--- src/rtl/core/rle8d_pkg.sv ---
`timescale 1ns / 1ps
// ----------------------------------------------------------------------------
// RLE8 bitmap decoder package
// Shared constants, types and helper functions of the RLE8 bitmap decoder.
// ----------------------------------------------------------------------------
package rle8d_pkg;

	localparam int MAX_WIDTH  = 4096;
	localparam int MAX_HEIGHT = 4096;

	localparam int CFG_W     = 13;
	localparam int CFG_IDX_W = 1;
	localparam int BYTE_W    = 8;
	localparam int OFS_W     = 24;

	localparam int DIM_W  = $clog2(MAX_WIDTH + 1);
	localparam int HGT_W  = $clog2(MAX_HEIGHT + 1);
	localparam int POS_W  = $clog2(MAX_WIDTH * MAX_HEIGHT + 256 * MAX_WIDTH + 256);
	localparam int STEP_W = $clog2(POS_W);
	localparam int DMUL_W = DIM_W + BYTE_W;

	localparam logic [CFG_IDX_W-1:0] REG_WIDTH  = CFG_IDX_W'(0);
	localparam logic [CFG_IDX_W-1:0] REG_HEIGHT = CFG_IDX_W'(1);

	localparam logic [BYTE_W-1:0] ESC_EOL   = BYTE_W'(0);
	localparam logic [BYTE_W-1:0] ESC_EOB   = BYTE_W'(1);
	localparam logic [BYTE_W-1:0] ESC_DELTA = BYTE_W'(2);
	localparam logic [BYTE_W-1:0] ESC_MARK  = BYTE_W'(0);

	typedef enum logic [2:0] {
		PH_FIRST,
		PH_VALUE,
		PH_ESCAPE,
		PH_DRIGHT,
		PH_DDOWN,
		PH_ABS,
		PH_PAD
	} phase_t;

	typedef enum logic [2:0] {
		S_IDLE,
		S_PREP,
		S_EXEC,
		S_CHK,
		S_DIV,
		S_FIN,
		S_EMIT
	} state_t;

	typedef enum logic [1:0] {
		EM_NONE,
		EM_ALWAYS,
		EM_IF_DONE
	} emit_t;

	typedef struct packed {
		logic             start;
		logic [POS_W-1:0] numer;
		logic [DIM_W-1:0] divisor;
	} unit_ctl_t;

	typedef struct packed {
		logic             done;
		logic [POS_W-1:0] rem;
	} unit_sts_t;

	function automatic logic [DIM_W-1:0] clamp_width(input logic [CFG_W-1:0] v);
		logic [DIM_W-1:0] r;
		if (v == '0) begin
			r = DIM_W'(1);
		end else if ((CFG_W + DIM_W)'(v) > (CFG_W + DIM_W)'(MAX_WIDTH)) begin
			r = DIM_W'(MAX_WIDTH);
		end else begin
			r = DIM_W'(v);
		end
		return r;
	endfunction

	function automatic logic [HGT_W-1:0] clamp_height(input logic [CFG_W-1:0] v);
		logic [HGT_W-1:0] r;
		if (v == '0) begin
			r = HGT_W'(1);
		end else if ((CFG_W + HGT_W)'(v) > (CFG_W + HGT_W)'(MAX_HEIGHT)) begin
			r = HGT_W'(MAX_HEIGHT);
		end else begin
			r = HGT_W'(v);
		end
		return r;
	endfunction

endpackage

--- src/rtl/core/rle8_bitmap_decoder_core.sv ---
`timescale 1ns / 1ps
// ----------------------------------------------------------------------------
// RLE8 bitmap decoder core
// Parses an RLE8 compressed bitmap one byte per item and issues pixel run
// write commands with row tracking, delta skips and clipping at image end.
// ----------------------------------------------------------------------------
// After acceptance an item passes the prep, execute, check and finish states
// before ready returns, plus an emit state that waits to load the output
// register when it gives a result. A step past the current row runs the row
// unit, one quotient bit per cycle over the 25-bit position.
// Reset clears the parser to expect a first byte at offset zero and sets the
// width and height registers to 1.
module rle8_bitmap_decoder_core (
	input  logic                              clk,
	input  logic                              arst_n,
	input  logic                              in_valid,
	output logic                              in_ready,
	input  logic [7:0]                        encoded_byte,
	input  logic                              frame_start,
	output logic                              out_valid,
	input  logic                              out_ready,
	output logic [23:0]                       pixel_offset,
	output logic [7:0]                        pixel_value,
	output logic [7:0]                        run_length,
	output logic                              image_done,
	input  logic                              cfg_valid,
	output logic                              cfg_ready,
	input  logic [rle8d_pkg::CFG_IDX_W-1:0]   cfg_index,
	input  logic [rle8d_pkg::CFG_W-1:0]       cfg_data
);

	rle8d_pkg::state_t state_q, state_n;

	logic [rle8d_pkg::CFG_W-1:0]  width_q, height_q;
	logic [rle8d_pkg::DIM_W-1:0]  wc;
	logic [rle8d_pkg::HGT_W-1:0]  hc;

	rle8d_pkg::phase_t phase_q, phase_n;
	logic [rle8d_pkg::POS_W-1:0]  wo_q, wo_n;
	logic [rle8d_pkg::POS_W-1:0]  rs_q, rs_n;
	logic [rle8d_pkg::BYTE_W-1:0] run_q, run_n;
	logic [rle8d_pkg::BYTE_W-1:0] dright_q, dright_n;
	logic                         pad_q, pad_n;
	logic                         fin_q, fin_n;

	logic [rle8d_pkg::BYTE_W-1:0]  byte_q;
	logic [rle8d_pkg::POS_W-1:0]   total_q;
	logic [rle8d_pkg::DMUL_W-1:0]  dmul_q;
	logic                          settle_q, settle_n;
	logic                          div_used_q;
	rle8d_pkg::emit_t              emit_q, emit_n;
	logic [rle8d_pkg::POS_W-1:0]   em_off_q, em_off_n;
	logic [rle8d_pkg::BYTE_W-1:0]  em_val_q, em_val_n;
	logic [rle8d_pkg::BYTE_W-1:0]  em_len_q, em_len_n;
	logic                          em_done_q;

	logic                          out_valid_q;
	logic [rle8d_pkg::OFS_W-1:0]   pix_off_q;
	logic [rle8d_pkg::BYTE_W-1:0]  pix_val_q;
	logic [rle8d_pkg::BYTE_W-1:0]  run_len_q;
	logic                          img_done_q;

	logic [rle8d_pkg::POS_W-1:0]  left;
	logic [rle8d_pkg::BYTE_W-1:0] run_len_clip;
	logic [rle8d_pkg::BYTE_W-1:0] run_dec;
	logic                         past_row;
	logic                         over;
	logic                         fin_after;
	logic [rle8d_pkg::POS_W-1:0]  rs_base;
	logic                         emit_go;
	logic                         in_take;
	logic                         out_load;

	rle8d_pkg::unit_ctl_t unit_ctl;
	rle8d_pkg::unit_sts_t unit_sts;

	rle8d_row_unit u_row (
		.clk    (clk),
		.arst_n (arst_n),
		.ctl    (unit_ctl),
		.sts    (unit_sts)
	);

	assign wc = rle8d_pkg::clamp_width(width_q);
	assign hc = rle8d_pkg::clamp_height(height_q);

	assign cfg_ready = 1'b1;

	always_ff @(posedge clk or negedge arst_n) begin
		if (!arst_n) begin
			width_q  <= rle8d_pkg::CFG_W'(1);
			height_q <= rle8d_pkg::CFG_W'(1);
		end else if (cfg_valid) begin
			unique case (cfg_index)
				rle8d_pkg::REG_WIDTH:  width_q  <= cfg_data;
				rle8d_pkg::REG_HEIGHT: height_q <= cfg_data;
				default: ;
			endcase
		end
	end

	// Parser step for the accepted byte.
	assign left         = total_q - wo_q;
	assign run_len_clip = (rle8d_pkg::POS_W'(run_q) > left) ?
		left[rle8d_pkg::BYTE_W-1:0] : run_q;
	assign run_dec      = (run_q != '0) ? run_q - 1'b1 : run_q;

	always_comb begin
		phase_n  = phase_q;
		wo_n     = wo_q;
		rs_n     = rs_q;
		run_n    = run_q;
		dright_n = dright_q;
		pad_n    = pad_q;
		fin_n    = fin_q;
		settle_n = 1'b0;
		emit_n   = rle8d_pkg::EM_NONE;
		em_off_n = wo_q;
		em_val_n = byte_q;
		em_len_n = '0;
		if (fin_q) begin
		end else if (wo_q >= total_q) begin
			wo_n  = total_q;
			fin_n = 1'b1;
		end else begin
			unique case (phase_q)
				rle8d_pkg::PH_FIRST: begin
					if (byte_q == rle8d_pkg::ESC_MARK) begin
						phase_n = rle8d_pkg::PH_ESCAPE;
					end else begin
						run_n   = byte_q;
						phase_n = rle8d_pkg::PH_VALUE;
					end
				end
				rle8d_pkg::PH_VALUE: begin
					wo_n     = wo_q + rle8d_pkg::POS_W'(run_len_clip);
					run_n    = '0;
					phase_n  = rle8d_pkg::PH_FIRST;
					settle_n = 1'b1;
					emit_n   = rle8d_pkg::EM_ALWAYS;
					em_len_n = run_len_clip;
				end
				rle8d_pkg::PH_ESCAPE: begin
					if (byte_q == rle8d_pkg::ESC_EOL) begin
						wo_n     = rs_q + rle8d_pkg::POS_W'(wc);
						rs_n     = rs_q + rle8d_pkg::POS_W'(wc);
						phase_n  = rle8d_pkg::PH_FIRST;
						settle_n = 1'b1;
						emit_n   = rle8d_pkg::EM_IF_DONE;
						em_off_n = total_q;
						em_val_n = '0;
					end else if (byte_q == rle8d_pkg::ESC_EOB) begin
						fin_n    = 1'b1;
						phase_n  = rle8d_pkg::PH_FIRST;
						emit_n   = rle8d_pkg::EM_ALWAYS;
						em_val_n = '0;
					end else if (byte_q == rle8d_pkg::ESC_DELTA) begin
						phase_n = rle8d_pkg::PH_DRIGHT;
					end else begin
						run_n   = byte_q;
						pad_n   = byte_q[0];
						phase_n = rle8d_pkg::PH_ABS;
					end
				end
				rle8d_pkg::PH_DRIGHT: begin
					dright_n = byte_q;
					phase_n  = rle8d_pkg::PH_DDOWN;
				end
				rle8d_pkg::PH_DDOWN: begin
					wo_n     = wo_q + rle8d_pkg::POS_W'(dright_q) +
						rle8d_pkg::POS_W'(dmul_q);
					rs_n     = rs_q + rle8d_pkg::POS_W'(dmul_q);
					dright_n = '0;
					phase_n  = rle8d_pkg::PH_FIRST;
					settle_n = 1'b1;
					emit_n   = rle8d_pkg::EM_IF_DONE;
					em_off_n = total_q;
					em_val_n = '0;
				end
				rle8d_pkg::PH_ABS: begin
					wo_n  = wo_q + rle8d_pkg::POS_W'(1);
					run_n = run_dec;
					if (run_dec == '0) begin
						phase_n = pad_q ? rle8d_pkg::PH_PAD : rle8d_pkg::PH_FIRST;
						pad_n   = 1'b0;
					end
					settle_n = 1'b1;
					emit_n   = rle8d_pkg::EM_ALWAYS;
					em_len_n = rle8d_pkg::BYTE_W'(1);
				end
				rle8d_pkg::PH_PAD: begin
					phase_n = rle8d_pkg::PH_FIRST;
				end
				default: begin
					phase_n = rle8d_pkg::PH_FIRST;
				end
			endcase
		end
	end

	// Row tracking and clipping after the step.
	assign past_row  = {1'b0, wo_q} > ({1'b0, rs_q} + (rle8d_pkg::POS_W + 1)'(wc));
	assign over      = wo_q >= total_q;
	assign fin_after = settle_q ? (fin_q | over) : fin_q;
	assign rs_base   = div_used_q ? (wo_q - rle8d_pkg::POS_W'(1) - unit_sts.rem) : rs_q;
	assign emit_go   = (emit_q == rle8d_pkg::EM_ALWAYS) ||
		((emit_q == rle8d_pkg::EM_IF_DONE) && fin_after);

	always_comb begin
		in_take          = 1'b0;
		out_load         = 1'b0;
		unit_ctl.start   = 1'b0;
		unit_ctl.numer   = wo_q - rs_q - rle8d_pkg::POS_W'(1);
		unit_ctl.divisor = wc;
		unique case (state_q)
			rle8d_pkg::S_IDLE: in_take        = in_valid;
			rle8d_pkg::S_CHK:  unit_ctl.start = settle_q && past_row;
			rle8d_pkg::S_EMIT: out_load       = !out_valid_q || out_ready;
			default: ;
		endcase
	end

	always_comb begin
		state_n = state_q;
		unique case (state_q)
			rle8d_pkg::S_IDLE: if (in_valid) state_n = rle8d_pkg::S_PREP;
			rle8d_pkg::S_PREP: state_n = rle8d_pkg::S_EXEC;
			rle8d_pkg::S_EXEC: state_n = rle8d_pkg::S_CHK;
			rle8d_pkg::S_CHK: begin
				state_n = unit_ctl.start ? rle8d_pkg::S_DIV : rle8d_pkg::S_FIN;
			end
			rle8d_pkg::S_DIV: if (unit_sts.done) state_n = rle8d_pkg::S_FIN;
			rle8d_pkg::S_FIN: begin
				state_n = emit_go ? rle8d_pkg::S_EMIT : rle8d_pkg::S_IDLE;
			end
			rle8d_pkg::S_EMIT: if (out_load) state_n = rle8d_pkg::S_IDLE;
			default: state_n = rle8d_pkg::S_IDLE;
		endcase
	end

	always_ff @(posedge clk or negedge arst_n) begin
		if (!arst_n) begin
			state_q    <= rle8d_pkg::S_IDLE;
			phase_q    <= rle8d_pkg::PH_FIRST;
			wo_q       <= '0;
			rs_q       <= '0;
			run_q      <= '0;
			dright_q   <= '0;
			pad_q      <= 1'b0;
			fin_q      <= 1'b0;
			settle_q   <= 1'b0;
			div_used_q <= 1'b0;
			emit_q     <= rle8d_pkg::EM_NONE;
		end else begin
			state_q <= state_n;
			unique case (state_q)
				rle8d_pkg::S_IDLE: begin
					if (in_take && frame_start) begin
						phase_q  <= rle8d_pkg::PH_FIRST;
						wo_q     <= '0;
						rs_q     <= '0;
						run_q    <= '0;
						dright_q <= '0;
						pad_q    <= 1'b0;
						fin_q    <= 1'b0;
					end
				end
				rle8d_pkg::S_EXEC: begin
					phase_q    <= phase_n;
					wo_q       <= wo_n;
					rs_q       <= rs_n;
					run_q      <= run_n;
					dright_q   <= dright_n;
					pad_q      <= pad_n;
					fin_q      <= fin_n;
					settle_q   <= settle_n;
					emit_q     <= emit_n;
					div_used_q <= 1'b0;
				end
				rle8d_pkg::S_CHK: begin
					div_used_q <= unit_ctl.start;
				end
				rle8d_pkg::S_FIN: begin
					if (settle_q) begin
						wo_q  <= over ? total_q : wo_q;
						fin_q <= fin_after;
						rs_q  <= (rs_base > total_q) ? total_q : rs_base;
					end
				end
				default: ;
			endcase
		end
	end

	always_ff @(posedge clk) begin
		if (in_take) begin
			byte_q <= encoded_byte;
		end
		if (state_q == rle8d_pkg::S_PREP) begin
			total_q <= rle8d_pkg::POS_W'(wc) * rle8d_pkg::POS_W'(hc);
			dmul_q  <= rle8d_pkg::DMUL_W'(byte_q) * rle8d_pkg::DMUL_W'(wc);
		end
		if (state_q == rle8d_pkg::S_EXEC) begin
			em_off_q <= em_off_n;
			em_val_q <= em_val_n;
			em_len_q <= em_len_n;
		end
		if (state_q == rle8d_pkg::S_FIN) begin
			em_done_q <= fin_after;
		end
		if (out_load) begin
			pix_off_q  <= em_off_q[rle8d_pkg::OFS_W-1:0];
			pix_val_q  <= em_val_q;
			run_len_q  <= em_len_q;
			img_done_q <= em_done_q;
		end
	end

	always_ff @(posedge clk or negedge arst_n) begin
		if (!arst_n) begin
			out_valid_q <= 1'b0;
		end else if (out_load) begin
			out_valid_q <= 1'b1;
		end else if (out_ready) begin
			out_valid_q <= 1'b0;
		end
	end

	assign in_ready     = (state_q == rle8d_pkg::S_IDLE);
	assign out_valid    = out_valid_q;
	assign pixel_offset = pix_off_q;
	assign pixel_value  = pix_val_q;
	assign run_length   = run_len_q;
	assign image_done   = img_done_q;

endmodule

--- src/rtl/core/rle8d_row_unit.sv ---
`timescale 1ns / 1ps
// ----------------------------------------------------------------------------
// RLE8 decoder row unit
// Shift-subtract remainder unit, one quotient bit per cycle, used to snap the
// row start onto the row of the position just before the write cursor.
// ----------------------------------------------------------------------------
module rle8d_row_unit (
	input  logic                 clk,
	input  logic                 arst_n,
	input  rle8d_pkg::unit_ctl_t ctl,
	output rle8d_pkg::unit_sts_t sts
);

	logic                                        busy_q;
	logic                                        done_q;
	logic [rle8d_pkg::STEP_W-1:0]                step_q;
	logic [rle8d_pkg::POS_W-1:0]                 rem_q;
	logic [rle8d_pkg::DIM_W-1:0]                 div_q;
	logic [rle8d_pkg::POS_W+rle8d_pkg::DIM_W-1:0] shifted;
	logic                                        fits;

	assign shifted = (rle8d_pkg::POS_W + rle8d_pkg::DIM_W)'(div_q) << step_q;
	assign fits    = shifted <= (rle8d_pkg::POS_W + rle8d_pkg::DIM_W)'(rem_q);

	always_ff @(posedge clk or negedge arst_n) begin
		if (!arst_n) begin
			busy_q <= 1'b0;
			done_q <= 1'b0;
			step_q <= '0;
		end else if (ctl.start) begin
			busy_q <= 1'b1;
			done_q <= 1'b0;
			step_q <= rle8d_pkg::STEP_W'(rle8d_pkg::POS_W - 1);
		end else if (busy_q) begin
			if (step_q == '0) begin
				busy_q <= 1'b0;
				done_q <= 1'b1;
			end else begin
				step_q <= step_q - 1'b1;
			end
		end else begin
			done_q <= 1'b0;
		end
	end

	always_ff @(posedge clk) begin
		if (ctl.start) begin
			rem_q <= ctl.numer;
			div_q <= ctl.divisor;
		end else if (busy_q && fits) begin
			rem_q <= rem_q - shifted[rle8d_pkg::POS_W-1:0];
		end
	end

	assign sts.done = done_q;
	assign sts.rem  = rem_q;

endmodule

--- config.mk ---
export PLATFORM = sky130hd
export DESIGN_NAME = rle8_bitmap_decoder_core
export DESIGN_NICKNAME = d
export VERILOG_FILES = /design/src/rtl/core/rle8d_pkg.sv /design/src/rtl/core/rle8_bitmap_decoder_core.sv /design/src/rtl/core/rle8d_row_unit.sv
export SDC_FILE = /design/constraint.sdc
export NUM_CORES = 2
export LEC_CHECK = 0
export BUFFER_PORTS_ARGS = -buffer_cell sky130_fd_sc_hd__buf_2
export CAP_MARGIN = 30
export CORE_MARGIN = 3
export CORE_UTILIZATION = 35
export DETAILED_ROUTE_END_ITERATION = 10
export GPL_ROUTABILITY_DRIVEN = 1
export SYNTH_ARGS = -nofsm -noshare
export SYNTH_HDL_FRONTEND = slang
export SYNTH_HIERARCHICAL = 1
export SYNTH_SLANG_ARGS = --single-unit
--- constraint.sdc ---
create_clock -name clk -period 8.83 [get_ports clk]
set_clock_uncertainty 0.2 [all_clocks]
set_input_delay 1.3245 -clock clk [delete_from_list [all_inputs] [get_ports clk]]
set_output_delay 1.3245 -clock clk [all_outputs]
set_load 0.01 [all_outputs]
After elaboration in Yosys (flattened, before gate mapping)
Index checks and enable logic that the tools add are counted.
- bitwise operators: 2
- shift-type cells: 1
- $add $sub $neg: 15
- mux-type cells: 104
- reductions and logical operators: 35
- equal/unequal tests: 37
- magnitude comparators: 7
- multiply operators: 2
- operators by type and width (operator ; count):
    25-bit two-way mux ; 13
    25-bit case mux with 3 select lines ; 2
    8-bit two-way mux ; 15
    25-bit case mux with 4 select lines ; 1
    25-bit subtractor ; 4
    8-bit case mux with 2 select lines ; 5
    24-bit two-way mux ; 3
    13-bit two-way mux ; 4
    25-bit by 21-bit adder with 25-bit output ; 2
    25-bit by 8-bit adder with 25-bit output ; 2
    25-bit case mux with 2 select lines ; 1
    25-bit by 1-bit subtractor with 25-bit output, second input constant ; 2
    24-bit case mux with 2 select lines ; 1
    38-bit by 25-bit <= comparator with 1-bit output ; 1
    13-bit by 5-bit left shift with 38-bit output ; 1
    3-bit two-way mux ; 12
    8-bit case mux with 4 select lines ; 1
    1-bit two-way mux ; 30
    25-bit by 13-bit adder with 26-bit output ; 1
    13-bit greater-than comparator, second input constant ; 2
    25-bit by 26-bit greater-than comparator with 1-bit output ; 1
    13-bit zero test ; 2
    25-bit by 1-bit adder with 25-bit output, second input constant ; 1
    25-bit by 13-bit adder with 25-bit output ; 1
    other kinds (47) ; 95
- logic and storage cells: 233
- register bits: 286
- output and inout bits: 44

Depth between registers and ports, before layout
- depth in word-level cells: 9
- gate-level depth with buffers: 33

Cells and area by module
Netlist, hierarchy kept.
- by module, submodules not included (module ; area an instance (µm²) ; instances ; cells an instance ; sequential area each (µm²)):
    rle8_bitmap_decoder_core ; 28571.2 ; 1 ; 3256 ; 6713.9
    rle8d_row_unit ; 4793.3 ; 1 ; 561 ; 1316.3

Worst setup path after synthesis
No wires, ideal clock.
- kind: reg-to-reg
- start: register width_q[12] (netlist bit)
- end: register u_row/rem_q[0] (netlist bit), enable pin
- arrival time: 7.469 ns
- stages on the path, launching flop included: 29
- buffers on the path: 6
- clock period less this slack: 8.055 ns
- setup slack: 0.775 ns
- library setup time: 0.385 ns
- data required time: 8.245 ns
- cells stage by stage: dfrtp_1 -> clkbuf_1 -> inv_1 -> clkbuf_1 -> nand2_1 -> inv_1 -> clkbuf_1 -> ha_1 -> or4_1 -> o21ai_1 -> nor4b_1 -> or3_1 -> clkbuf_1 -> nand2_1 -> xnor2_1 -> ha_1 -> and3_1 -> nand3_1 -> nor2_1 -> and3_1 -> o21ai_0 -> nand3_1 -> maj3_1 -> a211oi_1 -> nor4_1 -> clkbuf_1 -> clkbuf_1 -> o21bai_1 -> o32a_1
- RTL lines (element ; RTL line ; source):
    start, declared ; rle8_bitmap_decoder_core.sv:34 ; logic [rle8d_pkg::CFG_W-1:0] width_q, height_q;
    start signal, assigned ; rle8_bitmap_decoder_core.sv:91 ; width_q <= rle8d_pkg::CFG_W'(1);
    start signal, assigned ; rle8_bitmap_decoder_core.sv:95 ; rle8d_pkg::REG_WIDTH: width_q <= cfg_data;
    end signal, assigned ; rle8d_row_unit.sv:48 ; rem_q <= ctl.numer;
    end signal, assigned ; rle8d_row_unit.sv:51 ; rem_q <= rem_q - shifted[rle8d_pkg::POS_W-1:0];
    end, declared ; rle8d_row_unit.sv:17 ; logic [rle8d_pkg::POS_W-1:0] rem_q;

Worst setup path after layout
- start: register total_q[0] (netlist bit)
- end: register wo_q[15] (netlist bit)
- longest elaborated chain between the ends: 8
- elaborated cells on any way between the ends: 13
- those cells by class: 2 x add/sub; 2 x order compare; 3 x eq/ne; 5 x mux; 1 x reduce/logical
- ends and longest elaborated chain (element ; RTL line ; source):
    start, declared ; rle8_bitmap_decoder_core.sv:47 ; logic [rle8d_pkg::POS_W-1:0] total_q;
    start signal, assigned ; rle8_bitmap_decoder_core.sv:300 ; total_q <= rle8d_pkg::POS_W'(wc) * rle8d_pkg::POS_W'(hc);
    25-bit subtractor ; rle8_bitmap_decoder_core.sv:103 ; assign left = total_q - wo_q;
    8-bit by 25-bit greater-than comparator with 1-bit output ; rle8_bitmap_decoder_core.sv:104 ; assign run_len_clip = (rle8d_pkg::POS_W'(run_q) > left) ?
    8-bit two-way mux ; rle8_bitmap_decoder_core.sv:104 ;
    25-bit by 8-bit adder with 25-bit output ; rle8_bitmap_decoder_core.sv:136 ; wo_n = wo_q + rle8d_pkg::POS_W'(run_len_clip);
    25-bit case mux with 4 select lines ; rle8_bitmap_decoder_core.sv:126 ; unique case (phase_q)
    25-bit two-way mux ; rle8_bitmap_decoder_core.sv:122 ; end else if (wo_q >= total_q) begin
    25-bit two-way mux ; rle8_bitmap_decoder_core.sv:121 ; if (fin_q) begin
    25-bit case mux with 3 select lines ; rle8_bitmap_decoder_core.sv:256 ; unique case (state_q)
    end signal, assigned ; rle8_bitmap_decoder_core.sv:270 ; wo_q <= wo_n;
    end signal, assigned ; rle8_bitmap_decoder_core.sv:285 ; wo_q <= over ? total_q : wo_q;
    end, declared ; rle8_bitmap_decoder_core.sv:39 ; logic [rle8d_pkg::POS_W-1:0] wo_q, wo_n;
Several ways; a longest one is shown, not always the timed one. The select of a mux whose other input is x is not followed.
A chain may end at the register's enable or synchronous reset.

==> flow_summary.yaml <==
outcome:
  status: "completed"
power_and_ir_drop:
  p_int_mw: 7.13
  power_density_nw_per_um2: 405
  seqPwrFrac: 0.185
  finalPower_mw: 14.7
  power_frac_clock: 0.103
  leakage_nw: 16.4
  peakVddDrop_mv: 0.170
  p_switching_mw: 7.58
  swShare: 0.515
  pwr-share-comb: 0.712
cts:
  clkSinkCount: 286
  htree_levels: 2
  cts_setup_buffers: 0
  clk_pin_slew_ns: 0.08
  cts_tree: "built"
  numCtsBuffers: 36
  clock_latency_ns: 0.58
  ctsHoldBuffers: 0
  cts_root_buf: "clkbuf_16"
  clockBufferDepth: 3
  cts_resized: 0
floorplan:
  die_h_um: 315
  die_area_um2: 99100
  row_count: 112
  coreArea_um2: 93900
  initial_core_util: 0.355
  io_pins: 72
  die_x_um: 315
route:
  first_pass_iters: 6
  dr_total_vias: 28232
  finalWirelength_um: 104000
  ant_nets: 0
  drt_drc_violations_left: 0
  drtIter0Drc: 2424
  post_drt_wl_per_cell_um: 20.4
  vias_per_cell: 5.52
setup_path:
  cp-start-kind: "flip-flop"
  crit-reg2reg-launch: "total_q[0]"
  worst_setup_path_end_kind: "flip-flop"
  worst-r2r-cell-count: 31
  required_ns: 9.08
  worst_path_max_delay_cell: "a2111oi_0"
  r2r_slack_ns: 1.03
  critPathMaxStageDelay_ns: 0.69
  crit_start: "total_q[0]"
  reg2reg_to: "wo_q[15]"
  path_max_fanout: 8
  worst-setup-path-type: "flip-flop to flip-flop"
  critical_path_arrival_ns: 8.05
cells_and_area:
  final_cell_area_um2: 36300
  syn2layout_area_growth_pct: 8.87
  n_antenna_cell: 0
  fill_cells: 9645
  drive_gt1_frac: 0.0754
  postLayoutCoreUtil: 0.387
  instances_no_fill: 5111
  nNetsFinal: 4427
placed_design:
  place.detailed.hpwl_um: 82500
  placed_cell_area_um2: 35100
  gp_congestion: 0.975
  pre_cts_slack_ns: 1.24
  portBuffers: 70
  placedCellCount: 5043
timing:
  finalHoldViolCount: 0
  max_freq_mhz: 128
  grt_setup_unrepaired: "no"
  maxSlewHeadroom: 0.281
  slew_viol_final: 0
  layout_setup_ws_ns: 1.03
  setup_violations: 0
  setup_tns_ns: 0
  tightestPinTransition_ns: 1.06
  min_period_over_period: 0.884
  whs_ns: 0.209
  min_period_ns: 7.80
synthesis:
  ys_seq_area_frac: 0.241
  synth_top_area_frac: 0.157
  syn-instance-count: 3817
  yosys_warnings: 6
  async_flop_share: 0.392
  syn_area_per_cell_um2: 8.74
  yosysTopAreaCell: "edfxtp_1"
  synth.area.top_cells: "edfxtp_1, ha_1, fa_1, dfrtp_1, inv_1"
  synth_fp_nets: 4415
  synth_cell_types: 108
  synth_area_um2: 33400
  ys_ff_latch: 286
  ys.flop_type: "edfxtp_1"
  synth_edf_count: 174
global_routing:
  grt-ovfl-total: 0
  grt_pass1_wl_um: 160000
  grt_antenna_before_repair: 1
  grt_max_degree: 80
  track_usage: 0.207
  first_global_vias: 26857
hold_path:
  hold_start: "em_off_q[4]"
  hold_path_depth: 0
  hold_class: "flip-flop to flip-flop"
  min_to: "pixel_offset[4]"
flow_run:
  maxCapViolations: 0
state kept, by name (all words and copies together) (netlist names), 21 cells and up:
| signal | flops |
|---|---|
| em_off_q | 24 |
| wo_q | 25 |
| u_row/rem_q | 25 |
| pixel_offset | 24 |
| dmul_q | 21 |
| rs_q | 25 |
| total_q | 25 |
how the worst max path moves through the flow:
stage                           to  depth (start not counted)  slack (ns)
floorplan           u_row/rem_q[0]                         28        0.78
global route              wo_q[23]                         30        0.45
CTS                       wo_q[15]                         31        1.18
finish                    wo_q[15]                         31        1.03
detailed placement        wo_q[15]                         31        1.24
global placement          wo_q[15]                         31        1.26
power groups by stage:
stage	logic (mW)	registers, mW	clock network (mW)
3_3_place_gp	10.2	2.72	0
5_1_grt	11.7	2.74	1.61
2_1_floorplan	7.90	2.36	0
4_1_cts	10.4	2.69	1.56
6_report	10.5	2.72	1.52
3_5_place_dp	10.3	2.72	0
cells in the final DEF, fill, tap and decap left out, types with 18 or more instances in the layout:
cell / instances
a211oi_1: 28
mux2i_1: 49
dfrtp_1: 110
fa_1: 202
a22o_1: 18
and3_1: 33
a31oi_1: 27
clkbuf_16: 38
o21a_1: 41
xnor2_1: 120
nor2_1: 235
nand2_1: 398
o21ai_0: 201
buf_2: 69
o211ai_1: 19
nand4_1: 29
nand2b_1: 51
ha_1: 368
inv_1: 468
nor3_1: 58
o221ai_1: 21
nor2b_1: 52
buf_4: 52
mux2_2: 43
a21o_1: 89
nor4_1: 22
edfxtp_1: 174
xor2_1: 55
or3_1: 20
a221oi_1: 27
nand3_1: 71
a21oi_1: 243
o31ai_1: 28
a22oi_1: 18
and2_1: 75
worst max-delay path, delay by kind of cell, from the launching register on:
family / cells / cell delay (ns)
compound gates: 11 / 2.59
xor+xnor: 2 / 0.23
fa+ha+maj: 4 / 1.19
buf+inv: 2 / 0.18
flops: 1 / 0.46
mux: 1 / 0.36
simple gates: 11 / 2.46
synth_stat cells, types with 17 or more instances:
| cell type | instances |
|---|---|
| nor2_1 | 236 |
| o31ai_1 | 28 |
| nor2b_1 | 54 |
| and3_1 | 33 |
| a211oi_1 | 28 |
| and2_1 | 74 |
| o221ai_1 | 21 |
| a211o_1 | 17 |
| clkbuf_1 | 110 |
| nand2b_1 | 51 |
| xor2_1 | 55 |
| or3_1 | 20 |
| a22oi_1 | 18 |
| a221oi_1 | 27 |
| a31oi_1 | 27 |
| nand2_1 | 398 |
| nand3_1 | 71 |
| a21o_1 | 89 |
| o21a_1 | 41 |
| dfrtp_1 | 110 |
| a21oi_1 | 243 |
| nor3_1 | 60 |
| o21ai_0 | 201 |
| a22o_1 | 18 |
| nand4_1 | 29 |
| mux2i_1 | 49 |
| o211ai_1 | 19 |
| o22ai_1 | 17 |
| inv_1 | 469 |
| fa_1 | 202 |
| mux2_2 | 43 |
| edfxtp_1 | 174 |
| ha_1 | 368 |
| xnor2_1 | 120 |
| nor4_1 | 23 |
cell type report:
type,count,area (µm²),area share
timing repair buffer,124,811,0.0223
clock buffer,45,987,0.0272
sequential,286,8030,0.221
multi-input combinational,2906,22900,0.632
inverter,475,1780,0.0491
tap,1254,1570,0.0432
clock inverter,21,195,0.00537
routing by layer:
layer | wire length [µm] | global-route usage
met5 | 0 | 0
met3 | 7200 | 0.0257
met2 | 45000 | 0.316
met1 | 48900 | 0.307
met4 | 3060 | 0.0602
logic make-up after synthesis:
kind of cell             share of synthesized area
AO/OA/AOI/OAI                                0.186
adder cells (fa/ha/maj)                      0.260
buffers and inverters                       0.0728
multiplexers                                0.0339
flip-flops                                   0.241
XOR/XNOR                                    0.0459
AND/OR/NAND/NOR                              0.161
other                                     0.000112
Note: power is estimated with default switching activity, not from simulation.
